<file path="src/rtl/core/msb_pkg.sv">
// ----------------------------------------------------------------------------
// msb_pkg
// Shared types and constants of the mono sprite blitter: mode codes, the
// command that passes from the front end to the back end, and back-end states.
// ----------------------------------------------------------------------------
package msb_pkg;

   // Input mode codes.
   localparam logic [2:0] MODE_COPY  = 3'd0;
   localparam logic [2:0] MODE_ZERO  = 3'd1;
   localparam logic [2:0] MODE_ERASE = 3'd2;
   localparam logic [2:0] MODE_XOR   = 3'd3;
   localparam logic [2:0] MODE_VLINE = 3'd4;
   localparam logic [2:0] MODE_READ  = 3'd5;
   localparam logic [2:0] MODE_CLEAR = 3'd6;

   localparam logic [7:0] BYTE_ONES = 8'hff;
   localparam logic [2:0] BIT_MAX   = 3'd7;
   localparam logic [5:0] MAX_WIDTH = 6'd32;
   localparam logic [7:0] ROW_MAX   = 8'd255;

   // Unclipped linear address: (255 + 255) * 64 + 31 + 31 still fits.
   localparam int FULL_W = 15;

   localparam int QUEUE_DEPTH = 2;

   typedef enum logic [2:0] {
      CMD_COPY,
      CMD_ZERO,
      CMD_ERASE,
      CMD_XOR,
      CMD_VLINE,
      CMD_READ,
      CMD_CLEAR,
      CMD_REPORT
   } cmd_kind_type;

   typedef struct packed {
      cmd_kind_type      kind;
      logic [FULL_W-1:0] addr;
      logic              ok;
      logic [7:0]        pix;
      logic              last;
      logic              rng;
      logic [4:0]        count;
      logic [2:0]        top_lo;
      logic [2:0]        bot_lo;
   } cmd_type;

   typedef struct packed {
      logic    valid;
      cmd_type cmd;
   } q_head_type;

   typedef enum logic [2:0] {
      BK_IDLE,
      BK_MODIFY,
      BK_READ,
      BK_VL_READ,
      BK_VL_WRITE,
      BK_CLEAR,
      BK_RESULT
   } back_state_type;

endpackage

</file>
<file path="src/rtl/core/msb_front.sv">
// ----------------------------------------------------------------------------
// msb_front
// Front end: accepts requests, walks the sprite position, computes and
// range-checks linear addresses, queueing a command per known-mode request.
// ----------------------------------------------------------------------------
module msb_front #(
   parameter int COLUMNS          = 224,
   parameter int BYTES_PER_COLUMN = 32
) (
   input  logic             clock,
   input  logic             reset,
   input  logic             req_valid,
   output logic             req_stall,
   input  logic [2:0]       req_mode,
   input  logic [7:0]       req_column,
   input  logic [4:0]       req_row_byte,
   input  logic [5:0]       req_width,
   input  logic [7:0]       req_pixel_byte,
   input  logic             req_last,
   input  logic [7:0]       req_line_top,
   input  logic [7:0]       req_line_bottom,
   input  logic             init_busy,
   input  logic             q_full,
   output logic             push,
   output msb_pkg::cmd_type push_cmd
);
   import msb_pkg::*;

   localparam int STORE = COLUMNS * BYTES_PER_COLUMN;

   logic [4:0]        byte_in_row_ff, byte_in_row_in;
   logic [7:0]        sprite_row_ff, sprite_row_in;
   logic              range_acc_ff, range_acc_in;

   logic              accept, is_sprite, wrap;
   logic [8:0]        mul_in;
   logic [FULL_W-1:0] col_base, sp_addr, rd_addr, vl_base, vl_end;
   logic [5:0]        w_eff;
   logic [4:0]        vl_count;

   assign req_stall = q_full | init_busy;
   assign accept    = req_valid & ~req_stall;
   assign is_sprite = (req_mode <= MODE_XOR);

   // One constant multiplier serves sprite, line and read addressing.
   always_comb begin
      mul_in   = is_sprite ? ({1'b0, req_column} + {1'b0, sprite_row_ff})
                           : {1'b0, req_column};
      col_base = FULL_W'(mul_in * BYTES_PER_COLUMN);
      sp_addr  = col_base + FULL_W'(req_row_byte) + FULL_W'(byte_in_row_ff);
      rd_addr  = col_base + FULL_W'(req_row_byte);
      vl_base  = col_base + FULL_W'(req_line_top[7:3]);
      vl_count = req_line_bottom[7:3] - req_line_top[7:3];
      vl_end   = vl_base + FULL_W'(vl_count);
      if (req_width == '0) begin
         w_eff = 6'd1;
      end else if (req_width > MAX_WIDTH) begin
         w_eff = MAX_WIDTH;
      end else begin
         w_eff = req_width;
      end
      wrap = (({1'b0, byte_in_row_ff} + 6'd1) >= w_eff);
   end

   always_comb begin
      push_cmd        = '0;
      push_cmd.pix    = req_pixel_byte;
      push_cmd.last   = req_last;
      push_cmd.top_lo = req_line_top[2:0];
      push_cmd.bot_lo = req_line_bottom[2:0];
      push            = accept;
      case (req_mode)
         MODE_COPY, MODE_ZERO, MODE_ERASE, MODE_XOR: begin
            push_cmd.kind = cmd_kind_type'(req_mode);
            push_cmd.addr = sp_addr;
            push_cmd.ok   = (sp_addr < FULL_W'(STORE));
            push_cmd.rng  = range_acc_ff | ~push_cmd.ok;
         end
         MODE_VLINE: begin
            if (req_line_top > req_line_bottom) begin
               push_cmd.kind = CMD_REPORT;
               push_cmd.rng  = 1'b1;
            end else begin
               push_cmd.kind  = CMD_VLINE;
               push_cmd.addr  = vl_base;
               push_cmd.count = vl_count;
               push_cmd.rng   = (vl_end >= FULL_W'(STORE));
            end
         end
         MODE_READ: begin
            push_cmd.kind = CMD_READ;
            push_cmd.addr = rd_addr;
            push_cmd.ok   = (rd_addr < FULL_W'(STORE));
         end
         MODE_CLEAR: begin
            push_cmd.kind = CMD_CLEAR;
         end
         default: begin
            push_cmd.kind = CMD_REPORT;
            push          = 1'b0;
         end
      endcase
   end

   always_comb begin
      byte_in_row_in = byte_in_row_ff;
      sprite_row_in  = sprite_row_ff;
      range_acc_in   = range_acc_ff;
      if (accept && is_sprite) begin
         if (req_last) begin
            byte_in_row_in = '0;
            sprite_row_in  = '0;
            range_acc_in   = 1'b0;
         end else begin
            range_acc_in = push_cmd.rng;
            if (wrap) begin
               byte_in_row_in = '0;
               if (sprite_row_ff != ROW_MAX) begin
                  sprite_row_in = sprite_row_ff + 8'd1;
               end
            end else begin
               byte_in_row_in = byte_in_row_ff + 5'd1;
            end
         end
      end
   end

   always_ff @(posedge clock) begin
      if (reset) begin
         byte_in_row_ff <= '0;
         sprite_row_ff  <= '0;
         range_acc_ff   <= 1'b0;
      end else begin
         byte_in_row_ff <= byte_in_row_in;
         sprite_row_ff  <= sprite_row_in;
         range_acc_ff   <= range_acc_in;
      end
   end

endmodule

</file>
<file path="config.mk">
export PLATFORM = sky130hd
export DESIGN_NAME = msb_front
export DESIGN_NICKNAME = d
export VERILOG_FILES = /design/src/rtl/core/msb_pkg.sv /design/src/rtl/core/msb_front.sv
export SDC_FILE = /design/constraint.sdc
export NUM_CORES = 1
export LEC_CHECK = 0
export BUFFER_PORTS_ARGS = -buffer_cell sky130_fd_sc_hd__buf_2
export CAP_MARGIN = 20
export CORE_MARGIN = 1.5
export CORE_UTILIZATION = 30
export DETAILED_ROUTE_END_ITERATION = 8
export HOLD_SLACK_MARGIN = 0.12
export PLACE_DENSITY = 0.57
export SYNTH_ARGS = -nofsm -noshare
export SYNTH_HDL_FRONTEND = slang
export SYNTH_SLANG_ARGS = --single-unit
</file>
<file path="constraint.sdc">
create_clock -name clock -period 6 [get_ports clock]
set_clock_uncertainty 0.2 [all_clocks]
set_input_delay 0 -clock clock [delete_from_list [all_inputs] [get_ports clock]]
set_output_delay 0 -clock clock [all_outputs]
set_load 0.02 [all_outputs]
</file>
==> impl_metrics.csv <==
group,metric,value,unit
sta,finalCritPeriodShare,61.6,%
yosys,synth_top_area_share,16.9,%
finish,seqCellArea,280,um^2
yosys,synth_area_per_cell,7.40,um^2
clock_network,cts_buffer_depth,2,
global_route,met3_usage,1.56,%
critical_path,critPathKind,"reg -> out",
floorplan,die_h,98.5,um
yosys,synthCells,370,
yosys,ys_top_cells_by_area,"ha_1, dfxtp_1, a21oi_1, nor2_1, buf_4",
global_route,busiest_layer,"met2",
yosys,syn_area,2740,um^2
finish,fill_cells,943,
detailed_routing,viasPerCell,5.34,
yosys,synth-main-ff-cell,"dfxtp_1",
hold_path,hold_depth,4,
detailed_routing,ant_nets,0,
job,cap_violations,0,
finish,final_area,3330,um^2
placement,numPortBuffers,77,
floorplan,start_util,31.2,%
hold_path,hold_class,"in -> out",
placement,place.gp.congestion,0.823,
sta,maxSlewHeadroom,42.3,%
detailed_routing,drtPass1Iterations,4,
detailed_routing,drtIter0Drc,108,
finish,multi_input_area,2170,um^2
finish,n_antenna_cell,0,
clock_network,cts_buffers,3,
pwr,internal-power,0.000228,W
critical_path,reg2reg_depth,10,
detailed_routing,drcViolationCount,0,
global_route,gr-total-overflow,0,
pwr,vdd_drop_max,0.0704,mV
yosys,synth_nets,462,
detailed_routing,wl_per_cell,13.8,um
floorplan,core-area,8760,um^2
finish,final_nets,537,
finish,final_cell_mix,"buf_2, ha_1, nor2_1",
detailed_routing,vias,2945,
sta,finalMaxSlewViolations,0,
global_route,grt_usage,15.3,%
pwr,pwr-share-seq,24.9,%
status,status,"finished, final reports clean",
global_route,grt_pass1_wl,12500,um
floorplan,std_cell_rows,34,
sta,setup_viol,0,
global_route,grtUsageMet2,26.2,%
yosys,synth_edf_count,0,
critical_path,critical_path.max_fanout,6,
finish,fin_util,38.0,%
clock_network,root_buffer,"clkbuf_8",
pwr,p_clk_share,25.7,%
pwr,combinationalPowerShare,49.3,%
global_route,grt_pass1_vias,2677,
floorplan,ioPinCount,94,
pwr,p_switching,0.000148,W
sta,rsz0062_at_grt,"no",
sta,fin_tns_setup,0,ns
floorplan,die-area,9700,um^2
critical_path,crit_arrival,3.49,ns
placement,dpl.hpwl,6150,um
yosys,yosys_warnings,0,
critical_path,worst_setup_path_start_kind,"flip-flop",
finish,drive_gt1_share,20.9,%
yosys,yosysTopAreaCell,"ha_1",
finish,final_common_cell,"buf_2",
placement,placed_area,3070,um^2
critical_path,worstPathRequired,5.80,ns
pwr,p_per_area,113,nW/um^2
detailed_routing,wl,7600,um
pwr,switching_share,39.4,%
clock_network,path_clk_slew,0.07,ns
finish,area_growth,21.6,%
floorplan,die_w,98.5,um
clock_network,clk_latency,0.25,ns
critical_path,cp-end-kind,"output port",
sta,fmax,0.271,GHz
clock_network,htreeDepth,1,
sta,layout_min_cycle_time,3.69,ns
sta,tightest_slew,0.862,ns
pwr,p_leak,1.54,nW
clock_network,tritoncts,"done",
yosys,yosysUniqueCellTypes,61,
global_route,grt_max_degree,40,
sta,hold_violations,0,
global_route,globalRouteMet1Util,21.2,%
yosys,yosysSeqAreaShare,10.2,%
global_route,grt_antenna_before_repair,0,
clock_network,cts_setup_buffers,0,
yosys,ys_seq_elements,14,
clock_network,cts.sinks,14,
yosys,async_reset_ff_share,0,%
[cells in the mapped netlist, types with 4 or more instances]
| library cell | number |
|---|---|
| o211ai_1 | 6 |
| xnor2_1 | 12 |
| a22o_1 | 4 |
| and3_1 | 4 |
| a211oi_1 | 5 |
| a21oi_1 | 25 |
| nand3_1 | 15 |
| a21o_1 | 8 |
| nand2b_1 | 7 |
| a211o_1 | 4 |
| a221o_1 | 5 |
| dfxtp_1 | 14 |
| nand2_1 | 25 |
| nor3b_1 | 4 |
| buf_4 | 15 |
| o21ai_0 | 18 |
| a31oi_1 | 5 |
| and2_1 | 5 |
| ha_1 | 37 |
| nor2_1 | 32 |
| clkbuf_1 | 5 |
| nor3_1 | 10 |
| nor2b_1 | 7 |
| inv_1 | 27 |
| or3_1 | 4 |
| or4_1 | 5 |
| o22ai_1 | 4 |
[stage by stage]
stage / power [W] / setup WS, ns / hold WS, ns / cells
after floorplan: 0.000226 / 3.01 / -0.0874 / 370
after global placement: 0.000266 / 2.73 / -0.200 / 528
after detailed placement: 0.000267 / 2.61 / -0.200 / 528
after CTS: 0.000377 / 2.32 / 0.141 / 552
after global routing: 0.000401 / 2.04 / 0.165 / 552
final: 0.000375 / 2.31 / 0.134 / 552
[critical path, cell delays in order, from the launching register on]
cell,delay (ns)
dfxtp_1,0.39
ha_1,0.25
inv_1,0.08
fa_1,0.47
nor3b_1,0.33
a31oi_1,0.11
a211oi_2,0.38
nand3_1,0.26
a22o_1,0.27
o41ai_2,0.33
o21ai_1,0.10
o21ai_1,0.10
buf_2,0.18
[registers in the layout, indices dropped and copies added (netlist names)]
register / flops
byte_in_row_ff: 5
range_acc_ff: 1
sprite_row_ff: 8
[layout make-up]
cell class,instances,area share (%)
inverter,27,3.05
multi-input combinational,302,65.2
sequential,14,8.42
timing repair buffer,97,17.6
clock buffer,4,1.65
tap,108,4.06
[power by group through the flow]
stage          clock network [W]  registers [W]  logic, W
6_report               0.0000966      0.0000935  0.000185
5_1_grt                 0.000102      0.0000935  0.000206
4_1_cts                0.0000971      0.0000936  0.000186
3_5_place_dp                   0      0.0000956  0.000172
3_3_place_gp                   0      0.0000956  0.000170
2_1_floorplan                  0      0.0000955  0.000131
[layer usage]
layer	share of wire (%)	vias to the layer above
met2	47	75
met4	0.95	0
li1	-	1498
met5	0	-
met3	3.9	4
met1	48	1368
[cells by family after synthesis]
family,synth area share [%]
xor+xnor,4.48
compound gates,29.3
flops,10.2
mux,0.411
simple gates,26.1
fa+ha+maj,19.1
buf+inv,10.4
[repair_timing]
action                                 4_1_cts  5_1_grt
hold buffers                                20        0
setup endpoints to repair                    0        0
gates resized for setup                      0        0
endpoints found under the hold margin       30        0
[path summary, 6_finish.rpt]
kind / startpoint / to / slack (ns)
max reg2reg: byte_in_row_ff[0] / byte_in_row_ff[1] / 2.61
min reg2reg: range_acc_ff / range_acc_ff / 0.30
max: sprite_row_ff[0] / push_cmd[11] / 2.31
min: q_full / req_stall / 0.13
Power figures use the tool's default switching activity.
