**src/rtl/core/msb_pkg.sv**
```systemverilog
// ----------------------------------------------------------------------------
// msb_pkg
// Shared types and constants of the mono sprite blitter: mode codes, the
// command that passes from the front end to the back end, and back-end states.
// ----------------------------------------------------------------------------
package msb_pkg;

   // Input mode codes.
   localparam logic [2:0] MODE_COPY  = 3'd0;
   localparam logic [2:0] MODE_ZERO  = 3'd1;
   localparam logic [2:0] MODE_ERASE = 3'd2;
   localparam logic [2:0] MODE_XOR   = 3'd3;
   localparam logic [2:0] MODE_VLINE = 3'd4;
   localparam logic [2:0] MODE_READ  = 3'd5;
   localparam logic [2:0] MODE_CLEAR = 3'd6;

   localparam logic [7:0] BYTE_ONES = 8'hff;
   localparam logic [2:0] BIT_MAX   = 3'd7;
   localparam logic [5:0] MAX_WIDTH = 6'd32;
   localparam logic [7:0] ROW_MAX   = 8'd255;

   // Unclipped linear address: (255 + 255) * 64 + 31 + 31 still fits.
   localparam int FULL_W = 15;

   localparam int QUEUE_DEPTH = 2;

   typedef enum logic [2:0] {
      CMD_COPY,
      CMD_ZERO,
      CMD_ERASE,
      CMD_XOR,
      CMD_VLINE,
      CMD_READ,
      CMD_CLEAR,
      CMD_REPORT
   } cmd_kind_type;

   typedef struct packed {
      cmd_kind_type      kind;
      logic [FULL_W-1:0] addr;
      logic              ok;
      logic [7:0]        pix;
      logic              last;
      logic              rng;
      logic [4:0]        count;
      logic [2:0]        top_lo;
      logic [2:0]        bot_lo;
   } cmd_type;

   typedef struct packed {
      logic    valid;
      cmd_type cmd;
   } q_head_type;

   typedef enum logic [2:0] {
      BK_IDLE,
      BK_MODIFY,
      BK_READ,
      BK_VL_READ,
      BK_VL_WRITE,
      BK_CLEAR,
      BK_RESULT
   } back_state_type;

endpackage

```
**src/rtl/core/msb_queue.sv**
```systemverilog
// ----------------------------------------------------------------------------
// msb_queue
// Short command queue between the front end and the back end.
// ----------------------------------------------------------------------------
module msb_queue (
   input  logic              clock,
   input  logic              reset,
   input  logic              push,
   input  msb_pkg::cmd_type  push_cmd,
   output logic              full,
   input  logic              pop,
   output msb_pkg::q_head_type head
);
   import msb_pkg::*;

   localparam int PTR_W = $clog2(QUEUE_DEPTH);
   localparam int CNT_W = $clog2(QUEUE_DEPTH + 1);

   cmd_type           slot_ff [QUEUE_DEPTH];
   logic [PTR_W-1:0]  wr_ptr_ff, wr_ptr_in;
   logic [PTR_W-1:0]  rd_ptr_ff, rd_ptr_in;
   logic [CNT_W-1:0]  count_ff, count_in;

   always_comb begin
      wr_ptr_in = push ? wr_ptr_ff + PTR_W'(1) : wr_ptr_ff;
      rd_ptr_in = pop ? rd_ptr_ff + PTR_W'(1) : rd_ptr_ff;
      count_in  = count_ff + CNT_W'(push) - CNT_W'(pop);
   end

   always_ff @(posedge clock) begin
      if (reset) begin
         wr_ptr_ff <= '0;
         rd_ptr_ff <= '0;
         count_ff  <= '0;
      end else begin
         wr_ptr_ff <= wr_ptr_in;
         rd_ptr_ff <= rd_ptr_in;
         count_ff  <= count_in;
      end
   end

   always_ff @(posedge clock) begin
      if (push) begin
         slot_ff[wr_ptr_ff] <= push_cmd;
      end
   end

   assign full       = (count_ff == CNT_W'(QUEUE_DEPTH));
   assign head.valid = (count_ff != '0);
   assign head.cmd   = slot_ff[rd_ptr_ff];

endmodule

```
**config.mk**
```make
export PLATFORM = sky130hd
export DESIGN_NAME = msb_queue
export DESIGN_NICKNAME = d
export VERILOG_FILES = /design/src/rtl/core/msb_pkg.sv /design/src/rtl/core/msb_queue.sv
export SDC_FILE = /design/constraint.sdc
export NUM_CORES = 1
export LEC_CHECK = 0
export ABC_AREA = 1
export BUFFER_PORTS_ARGS = -buffer_cell sky130_fd_sc_hd__buf_2
export CORE_MARGIN = 3
export CORE_UTILIZATION = 45
export DETAILED_ROUTE_END_ITERATION = 7
export PLACE_DENSITY = 0.72
export SETUP_SLACK_MARGIN = 0.5
export SYNTH_ARGS = -nofsm -noshare
export SYNTH_HDL_FRONTEND = slang
export SYNTH_SLANG_ARGS = --single-unit
```
**constraint.sdc**
```tcl
create_clock -name clock -period 3.34 [get_ports clock]
set_input_delay 0.334 -clock clock [delete_from_list [all_inputs] [get_ports clock]]
set_output_delay 0.334 -clock clock [all_outputs]
set_load 0.02 [all_outputs]
```
==> results of run 1 <==
## power by group
part | switching [uW] | internal (uW)
clock network | 330 | 261
logic | 156 | 118
registers | 31.9 | 1230
total | 517 | 1610
## how the worst max path moves through the flow
stage / start / to / slack, ns
3_3_place_gp: flop / head[25] / 1.42
4_1_cts: flop / head[25] / 1.02
2_1_floorplan: push / slot_ff[0][0] / 0.84
6_report: flop / head[25] / 1.08
3_5_place_dp: flop / head[25] / 1.40
5_1_grt: flop / head[25] / 0.95
## cells by family after synthesis
logic type	Yosys count	share of synthesized area
flip-flops	85	0.802
buffers and inverters	12	0.0240
XOR/XNOR	1	0.00281
adder cells (fa/ha/maj)	2	0.00801
AO/OA/AOI/OAI	1	0.00160
multiplexers	40	0.144
AND/OR/NAND/NOR	14	0.0176
## stage by stage
step | setup slack, ns | std cells | area [sq um]
after global placement | 1.42 | 316 | 3630
after detailed placement | 1.40 | 316 | 3630
after CTS | 1.02 | 331 | 3790
after global routing | 0.953 | 331 | 3790
after floorplan | 0.845 | 155 | 3120
final | 1.08 | 331 | 3790
## synthesized netlist by cell type (all sizes together)
| master | instances |
|---|---|
| a21oi | 1 |
| ha | 2 |
| dfxtp | 5 |
| edfxtp | 80 |
| inv | 8 |
| buf | 4 |
| xnor2 | 1 |
| nand3 | 1 |
| nand2 | 5 |
| nor3 | 1 |
| nor2 | 7 |
| mux2 | 40 |
## layout make-up
| type | instances | area [sq um] | area share |
|---|---|---|---|
| sequential | 85 | 2500 | 0.661 |
| tap | 77 | 96.3 | 0.0254 |
| clock buffer | 10 | 128 | 0.0337 |
| timing repair buffer | 88 | 448 | 0.118 |
| multi-input combinational | 58 | 552 | 0.146 |
| inverter | 8 | 30.0 | 0.00793 |
| clock inverter | 5 | 28.8 | 0.00760 |
## per-layer routing
metal	up-vias	track usage	wire (um)
li1	774	-	-
met4	0	0.0731	108
met2	50	0.225	2560
met5	-	0	0
met1	808	0.158	2180
met3	10	0.0415	342
## state kept, by name (all words and copies together), names as in the netlist, named ones only
register   flops
count_ff       2
slot_ff       80
rd_ptr_ff      1
wr_ptr_ff      1
## worst register-to-register path: stages (launching register included)
cell and delay, ns:
dfxtp_1 0.35, nor2_4 0.55, buf_4 0.40
==> impl_metrics.ini, run 1 <==
[hold_path]
holdCritStartpoint = push_cmd[9]
holdPathStages = 1
hold_path.class = in -> reg
hold_path_end = slot_ff[0][9]

[detailed_routing]
route.vias.total = 1642
drt_wl_total_mm = 5.20
drc = 0
final_antenna_net_count = 0
vias_per_cell = 4.96
drtPass1Iterations = 4
wl_per_cell_um = 15.7
drt-initial-drc-count = 51

[floorplan]
die_area_sq_um = 7970
core_area_sq_um = 6530
start_util = 0.478
die_w_um = 89.3
die_h_um = 89.3
pin_count = 86
num_rows = 29

[cts]
cts_buffers = 9
clk_path_buf_depth = 2
htreeDepth = 3
clk_latency_ns = 0.34
cts_tree = done
cts_setup_buffers = 0
clock_sinks = 85
cts.hold.buffers_added = 0
ctsResizeCount = 0
clk_pin_slew_ns = 0.08
clock-root-buffer = clkbuf_8

[timing]
maxSlewViolCount = 0
timing.hold.ws_ns = 0.176
fmax_ghz = 0.442
worst_slew_pin_slew_ns = 0.976
skew_ns = 0.00758
grt_setup_unrepaired = false
finalSetupViolCount = 0
slew_headroom = 0.349
fin_crit_ns = 2.26
period_share = 0.677
setup_tns_ns = 0
hold_viol_final = 0

[yosys]
yosysSeqAreaShare = 0.802
syn_nets = 201
ys_seq_elements = 85
synth.area.top_cells = edfxtp_1 77%, mux2_2 14%, dfxtp_1 3.2%
ys.warnings.count = 0
synth.avg_cell_area_sq_um = 20.1
synth_top_area_cell = edfxtp_1
synth_cells = 155
syn_area_sq_um = 3120
yosys.cell_types.count = 12
synth_top_area_frac = 0.770

[final_layout]
layout-drive-gt1-share = 0.563
filler_cell_count = 522
diodes = 0
final_cell_mix = 85 x buf_2, 80 x edfxtp_1, 40 x mux2_2
mostFrequentLayoutCell = buf_2
fin_util = 0.580
nNetsFinal = 296
area_growth_pct = 21.3

[setup_path]
required_ns = 3.01
r2r_cells = 2
cpLargestDelayFamily = flip-flops
critPathMaxStageDelay_ns = 0.96
slowest_stage = dfxtp_2
crit-reg2reg-capture = slot_ff[0][22]
worstPathCellList = mux2_2 -> buf_2
crit_path_start_kind = flop
worstSetupPathType = reg -> out
reg2reg_from = wr_ptr_ff
crit_arrival_ns = 1.93
path_buf_inv = 1
worst_setup_path_end_kind = primary output
regToRegSetupSlack_ns = 1.73
cp_num_cells = 2
path_max_fanout = 40

[placement]
place.gp.congestion = 0.663
dp_hpwl_mm = 3.46
io_buffers = 85

[status]
outcome = finished clean

[power_and_ir_drop]
total_leakage_power_uw = 0.00145
power_density_nw_per_um2 = 562
vdd_drop_max_mv = 0.288
total_power_uw = 2130

[global_route]
grt_first_pass_wirelength_mm = 7.78
grt_max_degree = 41
antenna_found_initial = 0
grt.overflow.total = 0
grt_use_total = 0.136
grt_pass1_vias = 1640

[run]
cap_violations = 0
No activity file was read; power rests on OpenSTA's default activity.
==> run 2, diff against run 1 <==
PLACE_DENSITY = 0.75   (was 0.72)
clock period = 1.86 ns   (was 3.34 ns; I/O delays follow)
==> run 2 against run 1 <==
  * Global-route usage rose by 0.083 points
  * First-iteration DRC count decreased by 3.9%
  * Routed wire length grew 3.1%
  * Sequential power is 78% higher
  * Worst setup slack got worse by 0.80 ns
  * Via count rose by 0.37%
  * Clock power is 90% higher
  * Largest cell class unchanged
==> impl_metrics.ini, run 2 (synthesis gave the netlist of run 1 again) <==
[setup_path]
crit-reg2reg-capture = count_ff[1]
reg2reg_from = count_ff[0]
regToRegSetupSlack_ns = 0.56
r2r_cells = 9
required_ns = 1.67
crit_path_start_kind = flop
crit_arrival_ns = 1.39
path_max_fanout = 13
worstSetupPathType = reg -> out
worst_setup_path_end_kind = primary output

[global_route]
grt.overflow.total = 0
grt_use_total = 0.137
grt_first_pass_wirelength_mm = 7.91
grt_use_met3 = 0.0562
antenna_found_initial = 0
grt_pass1_vias = 1747
met2_usage = 0.230
gr-usage-met1 = 0.148
grt_max_degree = 29
top_usage_layer = met2

[floorplan]
die_area_sq_um = 7970
core_area_sq_um = 6530
pin_count = 86
start_util = 0.478
die_h_um = 89.3
num_rows = 29
die_w_um = 89.3

[final_layout]
final_area_sq_um = 3890
diodes = 0
top_regs = slot_ff x80, count_ff x2
largest_reg_flops = 80
mostFrequentLayoutCell = buf_2
layout-drive-gt1-share = 0.597
fin_cells = 335
nNetsFinal = 299
area_growth_pct = 24.7
max_flop_register = slot_ff
final_cell_mix = 85 x buf_2, 80 x edfxtp_1, 40 x mux2_2

[hold_path]
hold_path_end = slot_ff[1][7]
hold_path.class = in -> reg
holdCritStartpoint = push_cmd[7]
holdPathStages = 1

[timing]
worst_slew_pin_slew_ns = 0.374
skew_ns = 0.0101
fmax_ghz = 0.633
finalSetupViolCount = 0
slew_headroom = 0.751
maxSlewViolCount = 0
grt_setup_unrepaired = true
hold_viol_final = 0
period_share = 0.850
setup_tns_ns = 0
fin_crit_ns = 1.58

[power_and_ir_drop]
vdd_drop_max_mv = 0.612
power_density_nw_per_um2 = 1010
total_leakage_power_uw = 0.00149

[cts]
clock-root-buffer = clkbuf_8
clk_path_buf_depth = 2
cts_tree = done
clock_sinks = 85
cts.hold.buffers_added = 0
clk_latency_ns = 0.34
cts_buffers = 9
htreeDepth = 3
clk_pin_slew_ns = 0.09

[placement]
dp_hpwl_mm = 3.62
placed_cells = 318
io_buffers = 85
placed_area_sq_um = 3660
place.gp.congestion = 0.716

[detailed_routing]
route.vias.total = 1648
drc = 0
vias_per_cell = 4.92
wl_per_cell_um = 16.0
drt_wl_total_mm = 5.36
final_antenna_net_count = 0
drt-initial-drc-count = 49
drtPass1Iterations = 5

[status]
outcome = finished clean

[run]
cap_violations = 0
## run 2: how the worst max path moves through the flow
stage                    endpoint  slack, ns  cells after the start
finish                   head[17]       0.28                      3
global placement          head[4]       0.46                      3
global route             head[35]       0.21                      3
CTS                       head[4]       0.23                      3
detailed placement        head[4]       0.47                      3
floorplan           slot_ff[1][0]       0.51                      2
## run 2: layout make-up
cell class                      instances  area [sq um]
Multi-Input combinational cell         58           561
Clock inverter                          7          50.0
Tap cell                               77          96.3
Sequential cell                        85          2510
Fill cell                             516          2640
Clock buffer                            9           124
Inverter                                8          33.8
Timing Repair Buffer                   91           520
## run 2: layer usage
layer | part of all wire | up-vias | wire length [um]
li1 | - | 787 | -
met1 | 0.39 | 796 | 2070
met2 | 0.53 | 55 | 2820
met3 | 0.071 | 10 | 379
met4 | 0.016 | 0 | 87
met5 | 0 | - | 0
## run 2: report_power, final
| part | internal (uW) | switching [uW] | total (uW) |
|---|---|---|---|
| Sequential | 2210 | 30.4 | 2240 |
| Clock | 487 | 634 | 1120 |
| Combinational | 239 | 319 | 559 |
## run 2: timing repair
action / in CTS / in global routing
resized for setup: 4 / 5
endpoints found under the setup margin: 40 / 41
cloned: 0 / 1
buffers inserted: 0 / 0
pin swaps: 0 / 0
## run 2: worst max-delay path, stage by stage, from the launching register on
cell and delay (ns):
dfxtp_4 0.39, clkbuf_16 0.18, mux2_2 0.33, buf_2 0.16
## run 2: through the flow
step                 util  hold WS (ns)  power, uW  setup slack, ns
floorplan               -         0.257       2630            0.507
global placement    0.561         0.374       2810            0.462
detailed placement  0.561         0.378       2820            0.471
CTS                 0.590        0.0101       3970            0.235
global route        0.596       0.00588       4110            0.215
finish              0.596        0.0296       3920            0.279
